===== config.mk =====
export PLATFORM = sky130hd
export DESIGN_NAME = polygon_perimeter
export DESIGN_NICKNAME = d
export VERILOG_FILES = /design/src/pp_pkg.sv /design/src/pp_sqrt.sv /design/src/polygon_perimeter.sv
export SDC_FILE = /design/constraint.sdc
export NUM_CORES = 2
export LEC_CHECK = 0
export BUFFER_PORTS_ARGS = -buffer_cell sky130_fd_sc_hd__clkbuf_2
export CORE_MARGIN = 5
export CORE_UTILIZATION = 45
export DETAILED_ROUTE_END_ITERATION = 8
export GPL_ROUTABILITY_DRIVEN = 0
export HOLD_SLACK_MARGIN = 0.05
export SLEW_MARGIN = 20
export SYNTH_ARGS = -nofsm -noshare
export SYNTH_HDL_FRONTEND = slang
export SYNTH_SLANG_ARGS = --single-unit

===== constraint.sdc =====
create_clock -name aclk -period 7.4 [get_ports aclk]
set_clock_uncertainty 0.15 [all_clocks]
set_input_delay 0.74 -clock aclk [delete_from_list [all_inputs] [get_ports aclk]]
set_output_delay 0.74 -clock aclk [all_outputs]
set_load 0.01 [all_outputs]

===== src/pp_pkg.sv =====
// Package for the polygon perimeter block: widths, limits and the sequencer state type.
// Used by pp_sqrt and polygon_perimeter; depends on nothing else.
`default_nettype none

package pp_pkg;

    localparam int COORD_W      = 24;
    localparam int DIFF_W       = COORD_W + 1;
    localparam int SQ_W         = 2 * DIFF_W;
    localparam int ROOT_W       = DIFF_W;
    localparam int REM_W        = ROOT_W + 2;
    localparam int ITER_W       = $clog2(ROOT_W);
    localparam int SUM_W        = 40;
    localparam int MAX_VERTICES = 1024;
    localparam int CNT_W        = 11;
    localparam int IN_DATA_W    = 48;
    localparam int OUT_DATA_W   = 56;

    localparam logic [SUM_W-1:0] SUM_MAX = {SUM_W{1'b1}};
    localparam logic [CNT_W-1:0] CNT_MAX = CNT_W'(MAX_VERTICES);

    typedef enum logic [6:0] {
        ST_IDLE  = 7'b0000001,
        ST_DX    = 7'b0000010,
        ST_DY    = 7'b0000100,
        ST_SQ    = 7'b0001000,
        ST_START = 7'b0010000,
        ST_ROOT  = 7'b0100000,
        ST_ACC   = 7'b1000000
    } pp_state_t;

    typedef enum logic [1:0] {
        RES_EMPTY = 2'b01,
        RES_FULL  = 2'b10
    } pp_res_t;

endpackage

`default_nettype wire


===== src/pp_sqrt.sv =====
// Restoring integer square root, one result bit per clock.
// Depends on pp_pkg for the radicand and root widths.
`default_nettype none

module pp_sqrt (
    input  wire logic                          aclk,
    input  wire logic                          aresetn,
    input  wire logic                          start,
    input  wire logic [pp_pkg::SQ_W-1:0]       radicand,
    output logic                               done,
    output logic [pp_pkg::ROOT_W-1:0]          root
);

    logic                          busy_reg, busy_next;
    logic                          done_reg, done_next;
    logic [pp_pkg::ITER_W-1:0]     iter_reg, iter_next;
    logic [pp_pkg::SQ_W-1:0]       rad_reg, rad_next;
    logic [pp_pkg::REM_W-1:0]      rem_reg, rem_next;
    logic [pp_pkg::ROOT_W-1:0]     root_reg, root_next;

    logic [pp_pkg::REM_W+1:0]      rem_sh;
    logic [pp_pkg::REM_W+1:0]      trial;
    logic [pp_pkg::REM_W+1:0]      diff;

    // Bring down the next two radicand bits and try appending a one to the root.
    assign rem_sh = {rem_reg, rad_reg[pp_pkg::SQ_W-1 -: 2]};
    assign trial  = {2'b00, root_reg, 2'b01};
    assign diff   = rem_sh - trial;

    always_comb begin
        busy_next = busy_reg;
        done_next = 1'b0;
        iter_next = iter_reg;
        rad_next  = rad_reg;
        rem_next  = rem_reg;
        root_next = root_reg;
        if (start) begin
            busy_next = 1'b1;
            iter_next = '0;
            rad_next  = radicand;
            rem_next  = '0;
            root_next = '0;
        end else if (busy_reg) begin
            rad_next = {rad_reg[pp_pkg::SQ_W-3:0], 2'b00};
            if (rem_sh >= trial) begin
                rem_next  = diff[pp_pkg::REM_W-1:0];
                root_next = {root_reg[pp_pkg::ROOT_W-2:0], 1'b1};
            end else begin
                rem_next  = rem_sh[pp_pkg::REM_W-1:0];
                root_next = {root_reg[pp_pkg::ROOT_W-2:0], 1'b0};
            end
            iter_next = iter_reg + 1'b1;
            if (iter_reg == pp_pkg::ITER_W'(pp_pkg::ROOT_W - 1)) begin
                busy_next = 1'b0;
                done_next = 1'b1;
            end
        end
    end

    always_ff @(posedge aclk) begin
        if (!aresetn) begin
            busy_reg <= 1'b0;
            done_reg <= 1'b0;
            iter_reg <= '0;
        end else begin
            busy_reg <= busy_next;
            done_reg <= done_next;
            iter_reg <= iter_next;
        end
        rad_reg  <= rad_next;
        rem_reg  <= rem_next;
        root_reg <= root_next;
    end

    assign done = done_reg;
    assign root = root_reg;

endmodule

`default_nettype wire


===== src/polygon_perimeter.sv =====
// A vertex that follows another without closing the polygon holds s_tready low while the
// sequencer runs ST_DX, ST_DY, ST_SQ (square dx and dy), ST_START (start the root), ST_ROOT
// (25 root bits) and ST_ACC (add the edge); a first vertex not flagged last leaves it idle.
// A vertex flagged last runs two such edges (one if it is also the first vertex) and loads its
// result once the result register is free. Throughput: one vertex at a time. Reset: synchronous,
// active-low aresetn clears control, sum, count and result state, not the datapath registers.
`default_nettype none

module polygon_perimeter (
    input  wire logic                              aclk,
    input  wire logic                              aresetn,
    input  wire logic                              s_tvalid,
    output logic                                   s_tready,
    // [23:0] vertex_x, [47:24] vertex_y
    input  wire logic [pp_pkg::IN_DATA_W-1:0]      s_tdata,
    input  wire logic                              s_tlast,
    output logic                                   m_tvalid,
    input  wire logic                              m_tready,
    // [39:0] perimeter, [50:40] vertex_count, [55:51] zero
    output logic [pp_pkg::OUT_DATA_W-1:0]          m_tdata,
    // [0] saturated
    output logic                                   m_tuser
);

    localparam int CW = pp_pkg::COORD_W;

    pp_pkg::pp_state_t               state_reg, state_next;
    logic                            closing_reg, closing_next;
    logic                            last_reg, last_next;
    logic signed [CW-1:0]            first_x_reg, first_x_next, first_y_reg, first_y_next;
    logic signed [CW-1:0]            prev_x_reg, prev_x_next, prev_y_reg, prev_y_next;
    logic signed [CW-1:0]            cur_x_reg, cur_x_next, cur_y_reg, cur_y_next;
    logic [pp_pkg::SUM_W-1:0]        sum_reg, sum_next;
    logic [pp_pkg::CNT_W-1:0]        count_reg, count_next;
    logic                            sat_reg, sat_next;
    logic [pp_pkg::DIFF_W-1:0]       mag_reg, mag_next;
    logic [pp_pkg::SQ_W-1:0]         prod_reg, prod_next;
    logic [pp_pkg::SQ_W-1:0]         rad_reg, rad_next;

    // Result holding register: the sequencer may start a new polygon while it waits.
    pp_pkg::pp_res_t                 res_reg, res_next;
    logic [pp_pkg::SUM_W-1:0]        out_perim_reg, out_perim_next;
    logic [pp_pkg::CNT_W-1:0]        out_cnt_reg, out_cnt_next;
    logic                            out_sat_reg, out_sat_next;

    logic                            sqrt_start;
    logic                            sqrt_done;
    logic [pp_pkg::ROOT_W-1:0]       sqrt_root;
    logic [pp_pkg::SQ_W-1:0]         radicand;

    logic signed [CW-1:0]            in_x, in_y;
    logic signed [CW-1:0]            a_x, a_y, b_x, b_y;
    logic signed [pp_pkg::DIFF_W-1:0] d_x, d_y;
    logic [pp_pkg::DIFF_W-1:0]       abs_x, abs_y;
    logic [pp_pkg::SQ_W-1:0]         square;
    logic [pp_pkg::SUM_W:0]          sum_wide;
    logic                            res_take;

    assign in_x = s_tdata[CW-1:0];
    assign in_y = s_tdata[2*CW-1:CW];

    // The normal edge runs from the previous vertex to the new one; the closing edge runs
    // from the new vertex back to the first one.
    assign a_x = closing_reg ? cur_x_reg   : prev_x_reg;
    assign a_y = closing_reg ? cur_y_reg   : prev_y_reg;
    assign b_x = closing_reg ? first_x_reg : cur_x_reg;
    assign b_y = closing_reg ? first_y_reg : cur_y_reg;

    assign d_x   = {a_x[CW-1], a_x} - {b_x[CW-1], b_x};
    assign d_y   = {a_y[CW-1], a_y} - {b_y[CW-1], b_y};
    assign abs_x = d_x[pp_pkg::DIFF_W-1] ? (~d_x + 1'b1) : d_x;
    assign abs_y = d_y[pp_pkg::DIFF_W-1] ? (~d_y + 1'b1) : d_y;

    // The one multiplier squares dx and then dy from the magnitude register.
    assign square = {{pp_pkg::DIFF_W{1'b0}}, mag_reg} * {{pp_pkg::DIFF_W{1'b0}}, mag_reg};

    assign radicand = rad_reg + prod_reg;
    assign sum_wide = {1'b0, sum_reg} + {{(pp_pkg::SUM_W + 1 - pp_pkg::ROOT_W){1'b0}}, sqrt_root};

    assign s_tready = (state_reg == pp_pkg::ST_IDLE);
    assign res_take = (res_reg == pp_pkg::RES_FULL) && m_tready;

    pp_sqrt u_sqrt (
        .aclk     (aclk),
        .aresetn  (aresetn),
        .start    (sqrt_start),
        .radicand (radicand),
        .done     (sqrt_done),
        .root     (sqrt_root)
    );

    always_comb begin
        state_next     = state_reg;
        closing_next   = closing_reg;
        last_next      = last_reg;
        first_x_next   = first_x_reg;
        first_y_next   = first_y_reg;
        prev_x_next    = prev_x_reg;
        prev_y_next    = prev_y_reg;
        cur_x_next     = cur_x_reg;
        cur_y_next     = cur_y_reg;
        sum_next       = sum_reg;
        count_next     = count_reg;
        sat_next       = sat_reg;
        mag_next       = mag_reg;
        prod_next      = prod_reg;
        rad_next       = rad_reg;
        res_next       = res_take ? pp_pkg::RES_EMPTY : res_reg;
        out_perim_next = out_perim_reg;
        out_cnt_next   = out_cnt_reg;
        out_sat_next   = out_sat_reg;
        sqrt_start     = 1'b0;

        case (state_reg)
            pp_pkg::ST_IDLE: begin
                if (s_tvalid) begin
                    cur_x_next = in_x;
                    cur_y_next = in_y;
                    last_next  = s_tlast;
                    if (count_reg == '0) begin
                        // First vertex: no edge yet, unless it also closes the polygon.
                        first_x_next = in_x;
                        first_y_next = in_y;
                        prev_x_next  = in_x;
                        prev_y_next  = in_y;
                        count_next   = pp_pkg::CNT_W'(1);
                        closing_next = 1'b1;
                        if (s_tlast) begin
                            state_next = pp_pkg::ST_DX;
                        end
                    end else begin
                        if (count_reg < pp_pkg::CNT_MAX) begin
                            count_next = count_reg + 1'b1;
                        end
                        closing_next = 1'b0;
                        state_next   = pp_pkg::ST_DX;
                    end
                end
            end
            pp_pkg::ST_DX: begin
                mag_next   = abs_x;
                state_next = pp_pkg::ST_DY;
            end
            pp_pkg::ST_DY: begin
                prod_next  = square;
                mag_next   = abs_y;
                state_next = pp_pkg::ST_SQ;
            end
            pp_pkg::ST_SQ: begin
                rad_next   = prod_reg;
                prod_next  = square;
                state_next = pp_pkg::ST_START;
            end
            pp_pkg::ST_START: begin
                sqrt_start = 1'b1;
                state_next = pp_pkg::ST_ROOT;
            end
            pp_pkg::ST_ROOT: begin
                if (sqrt_done) begin
                    state_next = pp_pkg::ST_ACC;
                end
            end
            pp_pkg::ST_ACC: begin
                if (!closing_reg) begin
                    // Normal edge done: add it, then run the closing edge or wait for more.
                    if (sum_wide[pp_pkg::SUM_W]) begin
                        sum_next = pp_pkg::SUM_MAX;
                        sat_next = 1'b1;
                    end else begin
                        sum_next = sum_wide[pp_pkg::SUM_W-1:0];
                    end
                    prev_x_next = cur_x_reg;
                    prev_y_next = cur_y_reg;
                    if (last_reg) begin
                        closing_next = 1'b1;
                        state_next   = pp_pkg::ST_DX;
                    end else begin
                        state_next = pp_pkg::ST_IDLE;
                    end
                end else if (res_next == pp_pkg::RES_EMPTY) begin
                    // Closing edge done and the result register is free: hand out the result
                    // item and clear the polygon state.
                    if (sum_wide[pp_pkg::SUM_W]) begin
                        out_perim_next = pp_pkg::SUM_MAX;
                        out_sat_next   = 1'b1;
                    end else begin
                        out_perim_next = sum_wide[pp_pkg::SUM_W-1:0];
                        out_sat_next   = sat_reg;
                    end
                    out_cnt_next = count_reg;
                    res_next     = pp_pkg::RES_FULL;
                    sum_next     = '0;
                    count_next   = '0;
                    sat_next     = 1'b0;
                    first_x_next = '0;
                    first_y_next = '0;
                    prev_x_next  = '0;
                    prev_y_next  = '0;
                    closing_next = 1'b0;
                    state_next   = pp_pkg::ST_IDLE;
                end
            end
            default: begin
                state_next = pp_pkg::ST_IDLE;
            end
        endcase
    end

    always_ff @(posedge aclk) begin
        if (!aresetn) begin
            state_reg   <= pp_pkg::ST_IDLE;
            closing_reg <= 1'b0;
            last_reg    <= 1'b0;
            first_x_reg <= '0;
            first_y_reg <= '0;
            prev_x_reg  <= '0;
            prev_y_reg  <= '0;
            sum_reg     <= '0;
            count_reg   <= '0;
            sat_reg     <= 1'b0;
            res_reg     <= pp_pkg::RES_EMPTY;
        end else begin
            state_reg   <= state_next;
            closing_reg <= closing_next;
            last_reg    <= last_next;
            first_x_reg <= first_x_next;
            first_y_reg <= first_y_next;
            prev_x_reg  <= prev_x_next;
            prev_y_reg  <= prev_y_next;
            sum_reg     <= sum_next;
            count_reg   <= count_next;
            sat_reg     <= sat_next;
            res_reg     <= res_next;
        end
        cur_x_reg     <= cur_x_next;
        cur_y_reg     <= cur_y_next;
        mag_reg       <= mag_next;
        prod_reg      <= prod_next;
        rad_reg       <= rad_next;
        out_perim_reg <= out_perim_next;
        out_cnt_reg   <= out_cnt_next;
        out_sat_reg   <= out_sat_next;
    end

    assign m_tvalid = (res_reg == pp_pkg::RES_FULL);
    assign m_tdata  = {{(pp_pkg::OUT_DATA_W - pp_pkg::SUM_W - pp_pkg::CNT_W){1'b0}},
                       out_cnt_reg, out_perim_reg};
    assign m_tuser  = out_sat_reg;

`ifndef SYNTHESIS
    // Once the sum has been clamped it stays pinned at its maximum until the polygon closes.
    assert property (@(posedge aclk) disable iff (!aresetn)
        sat_reg |-> (sum_reg == pp_pkg::SUM_MAX))
        else $error("saturation flag set while sum is below its maximum");

    // No edge length can be added before the first vertex of a polygon is stored.
    assert property (@(posedge aclk) disable iff (!aresetn)
        (count_reg == '0) |-> (sum_reg == '0))
        else $error("running sum is nonzero with no vertex taken");

    // The vertex count never passes its ceiling.
    assert property (@(posedge aclk) disable iff (!aresetn)
        count_reg <= pp_pkg::CNT_MAX)
        else $error("vertex count beyond its limit");

    // The root unit only reports completion while the sequencer is waiting on it.
    assert property (@(posedge aclk) disable iff (!aresetn)
        sqrt_done |-> (state_reg == pp_pkg::ST_ROOT))
        else $error("square root finished outside the wait state");
`endif

endmodule

`default_nettype wire

==> flow_metrics.env <==
export IMPL_max_stage_delay_ps=600
export IMPL_initial_core_util=0.453
export IMPL_setup_violations=0
export IMPL_finalHoldViolations=0
export IMPL_multiInputGateArea_um2=29400
export IMPL_n_fill_cell=9246
export IMPL_cp_data_arrival_time_ps=7510
export IMPL_slew_headroom=0.226
export IMPL_async_flop_share=0
export IMPL_diodes=0
export IMPL_die_area_um2=107000
export IMPL_antenna_found_initial=0
export IMPL_critPathBufInv=8
export IMPL_finalMaxSlewViolations=0
export IMPL_rows=116
export IMPL_ctsHoldBuffers=0
export IMPL_cp_slowest_cell="fa_2"
export IMPL_grt_total_usage=0.202
export IMPL_tightestPinTransition_ps=1160
export IMPL_min_period_over_period=0.983
export IMPL_synth_ff_type="edfxtp_1"
export IMPL_clockBufferDepth=3
export IMPL_root_buffer="clkbuf_16"
export IMPL_path_depth=28
export IMPL_setup_slack_ps=127
export IMPL_largest_register_ffs=50
export IMPL_num_vias=33200
export IMPL_path_class="reg2reg"
export IMPL_crit_path_end_kind="flop"
export IMPL_dr_pass1_iters=6
export IMPL_place_ws_ps=-302
export IMPL_numCtsBuffers=57
export IMPL_rsz0062_at_grt="true"
export IMPL_port_buffers=106
export IMPL_hold_class="in2reg"
export IMPL_r2r_start="mag_reg[9]"
export IMPL_synth_edff_count=273
export IMPL_totalWireLength_um=108000
export IMPL_avgSynthCellArea_um2=9.51
export IMPL_coreArea_um2=99900
export IMPL_worstRegToRegCells=28
export IMPL_syn2layout_area_growth_pct=12.8
export IMPL_grt_overflow=0
export IMPL_grt_pass1_wl_um=178000
export IMPL_seq_area_frac_synth=0.278
export IMPL_path_max_fanout=4
export IMPL_top_level_ports=112
export IMPL_place_inst=6193
export IMPL_drt_initial_drc_count=1737
export IMPL_seq_area_um2=12600
export IMPL_fmax_mhz=137
export IMPL_fp_dieH_um=327
export IMPL_crit_required_ps=7630
export IMPL_status="completed"
export IMPL_ys_seq_elements=491
export IMPL_crit_end="prod_reg[36]"
export IMPL_ys_warn_count=0
export IMPL_grt_max_degree=97
export IMPL_via_per_inst=5.24
export IMPL_fp_dieW_um=327
export IMPL_cp_top_family="adder cells"
export IMPL_grt_pass1_vias=33900
export IMPL_ff2ff_setup_slack_ps=130
export IMPL_postSynthCellCount=4753
export IMPL_cts_htree_levels=2
export IMPL_path_common_cell="fa_1"
export IMPL_layout_drive_gt1_share=0.124
export IMPL_r2r_end="prod_reg[36]"
export IMPL_clock_sinks=491
export IMPL_syn_area_um2=45200
export IMPL_nets=5844
export IMPL_critPathLaunch="mag_reg[9]"
export IMPL_hpwl_um=83800
export IMPL_final_cells=6327
export IMPL_ys_types=83
export IMPL_final_antenna_net_count=0
export IMPL_hold_path_cell_count=1
export IMPL_crit_path_start_kind="flop"
export IMPL_drt_wirelength_per_cell_um=17.0
export IMPL_layout_min_cycle_time_ps=7270
export IMPL_cts_tree="done"
export IMPL_cts_clk_slew_worst_paths_ps=60
export IMPL_cap_viol_max_count=0
export IMPL_clock_latency_ps=670
export IMPL_drc=0
## final cells by class
| cell class | instances | area share |
|---|---|---|
| sequential | 491 | 0.246 |
| clock inverter | 29 | 0.00584 |
| multi-input combinational | 3305 | 0.577 |
| clock buffer | 79 | 0.0312 |
| tap | 1298 | 0.0318 |
| timing repair buffer | 361 | 0.0513 |
| inverter | 764 | 0.0563 |
## cell usage after synthesis, types with 38 or more instances
cell type  number  area (µm²)
inv_1         764        2870
nand2_1       478        1790
fa_1          469        9390
ha_1          342        4280
edfxtp_1      273        8200
a21oi_1       230        1150
dfxtp_1       218        4360
nor2_1        215         807
o21ai_0       182         911
clkbuf_1      169         634
and2_1        144         901
xnor2_1       133        1160
mux2i_1       103        1030
nand3_1       101         505
xor2_1         99         867
a21o_1         90         676
a21boi_0       66         495
a22oi_1        56         420
mux2_2         50         563
nor3_1         50         250
o211a_1        48         480
nor2b_1        38         238
## cells in the final DEF, fill, tap and decap left out, types with 135 or more instances in the layout
cell        n
a21oi_1   221
fa_1      454
nand2_1   464
o21ai_0   177
ha_1      331
inv_1     753
dfxtp_1   216
and2_1    135
edfxtp_1  273
nor2_1    208
buf_4     231
## through the flow
stage	instance area (µm²)	setup TNS [ps]	hold WS, ps	util
after floorplan	45200	0	283	-
after global placement	48500	-1710	294	0.486
after detailed placement	48500	-1900	294	0.486
after CTS	50500	0	88.6	0.505
after global routing	51000	-606	106	0.511
final	51000	0	139	0.511
## per-layer routing
metal  up-vias  global-route usage  wire length (µm)
met3       129              0.0264              4380
li1      16300                   -                 -
met5         -                   0                 0
met2       594               0.331             49600
met4         0              0.0515              2740
met1     16100               0.285             51000
## cell families (layout without fill, tap and decap cells)
logic type | after synthesis | count (layout) | share of synthesized area
compound gates | 923 | 923 | 0.136
mux | 153 | 153 | 0.0353
xor+xnor | 232 | 232 | 0.0449
other cells | 1 | 5 | 0.0000829
simple gates | 1181 | 1181 | 0.123
flops | 491 | 491 | 0.278
fa+ha+maj | 811 | 811 | 0.302
buf+inv | 961 | 1233 | 0.0804
## worst min path at each step
stage,from,endpoint,slack [ps]
2_1_floorplan,prod_reg[0],rad_reg[0],280
3_3_place_gp,prod_reg[0],rad_reg[0],290
3_5_place_dp,prod_reg[0],rad_reg[0],290
4_1_cts,s_tdata[6],cur_x_reg[6],90
5_1_grt,s_tdata[15],cur_x_reg[15],110
6_report,s_tdata[15],cur_x_reg[15],140
## repair_timing
action,in CTS,in global routing
pin swaps,6,45
buffers inserted,5,21
gates resized for setup,11,101
setup endpoints to repair,13,20
endpoints found under the hold margin,0,0
Power is left out: the tool's default activity adds up to more than one toggle a clock period on the data nets, which glitch-free logic cannot reach.
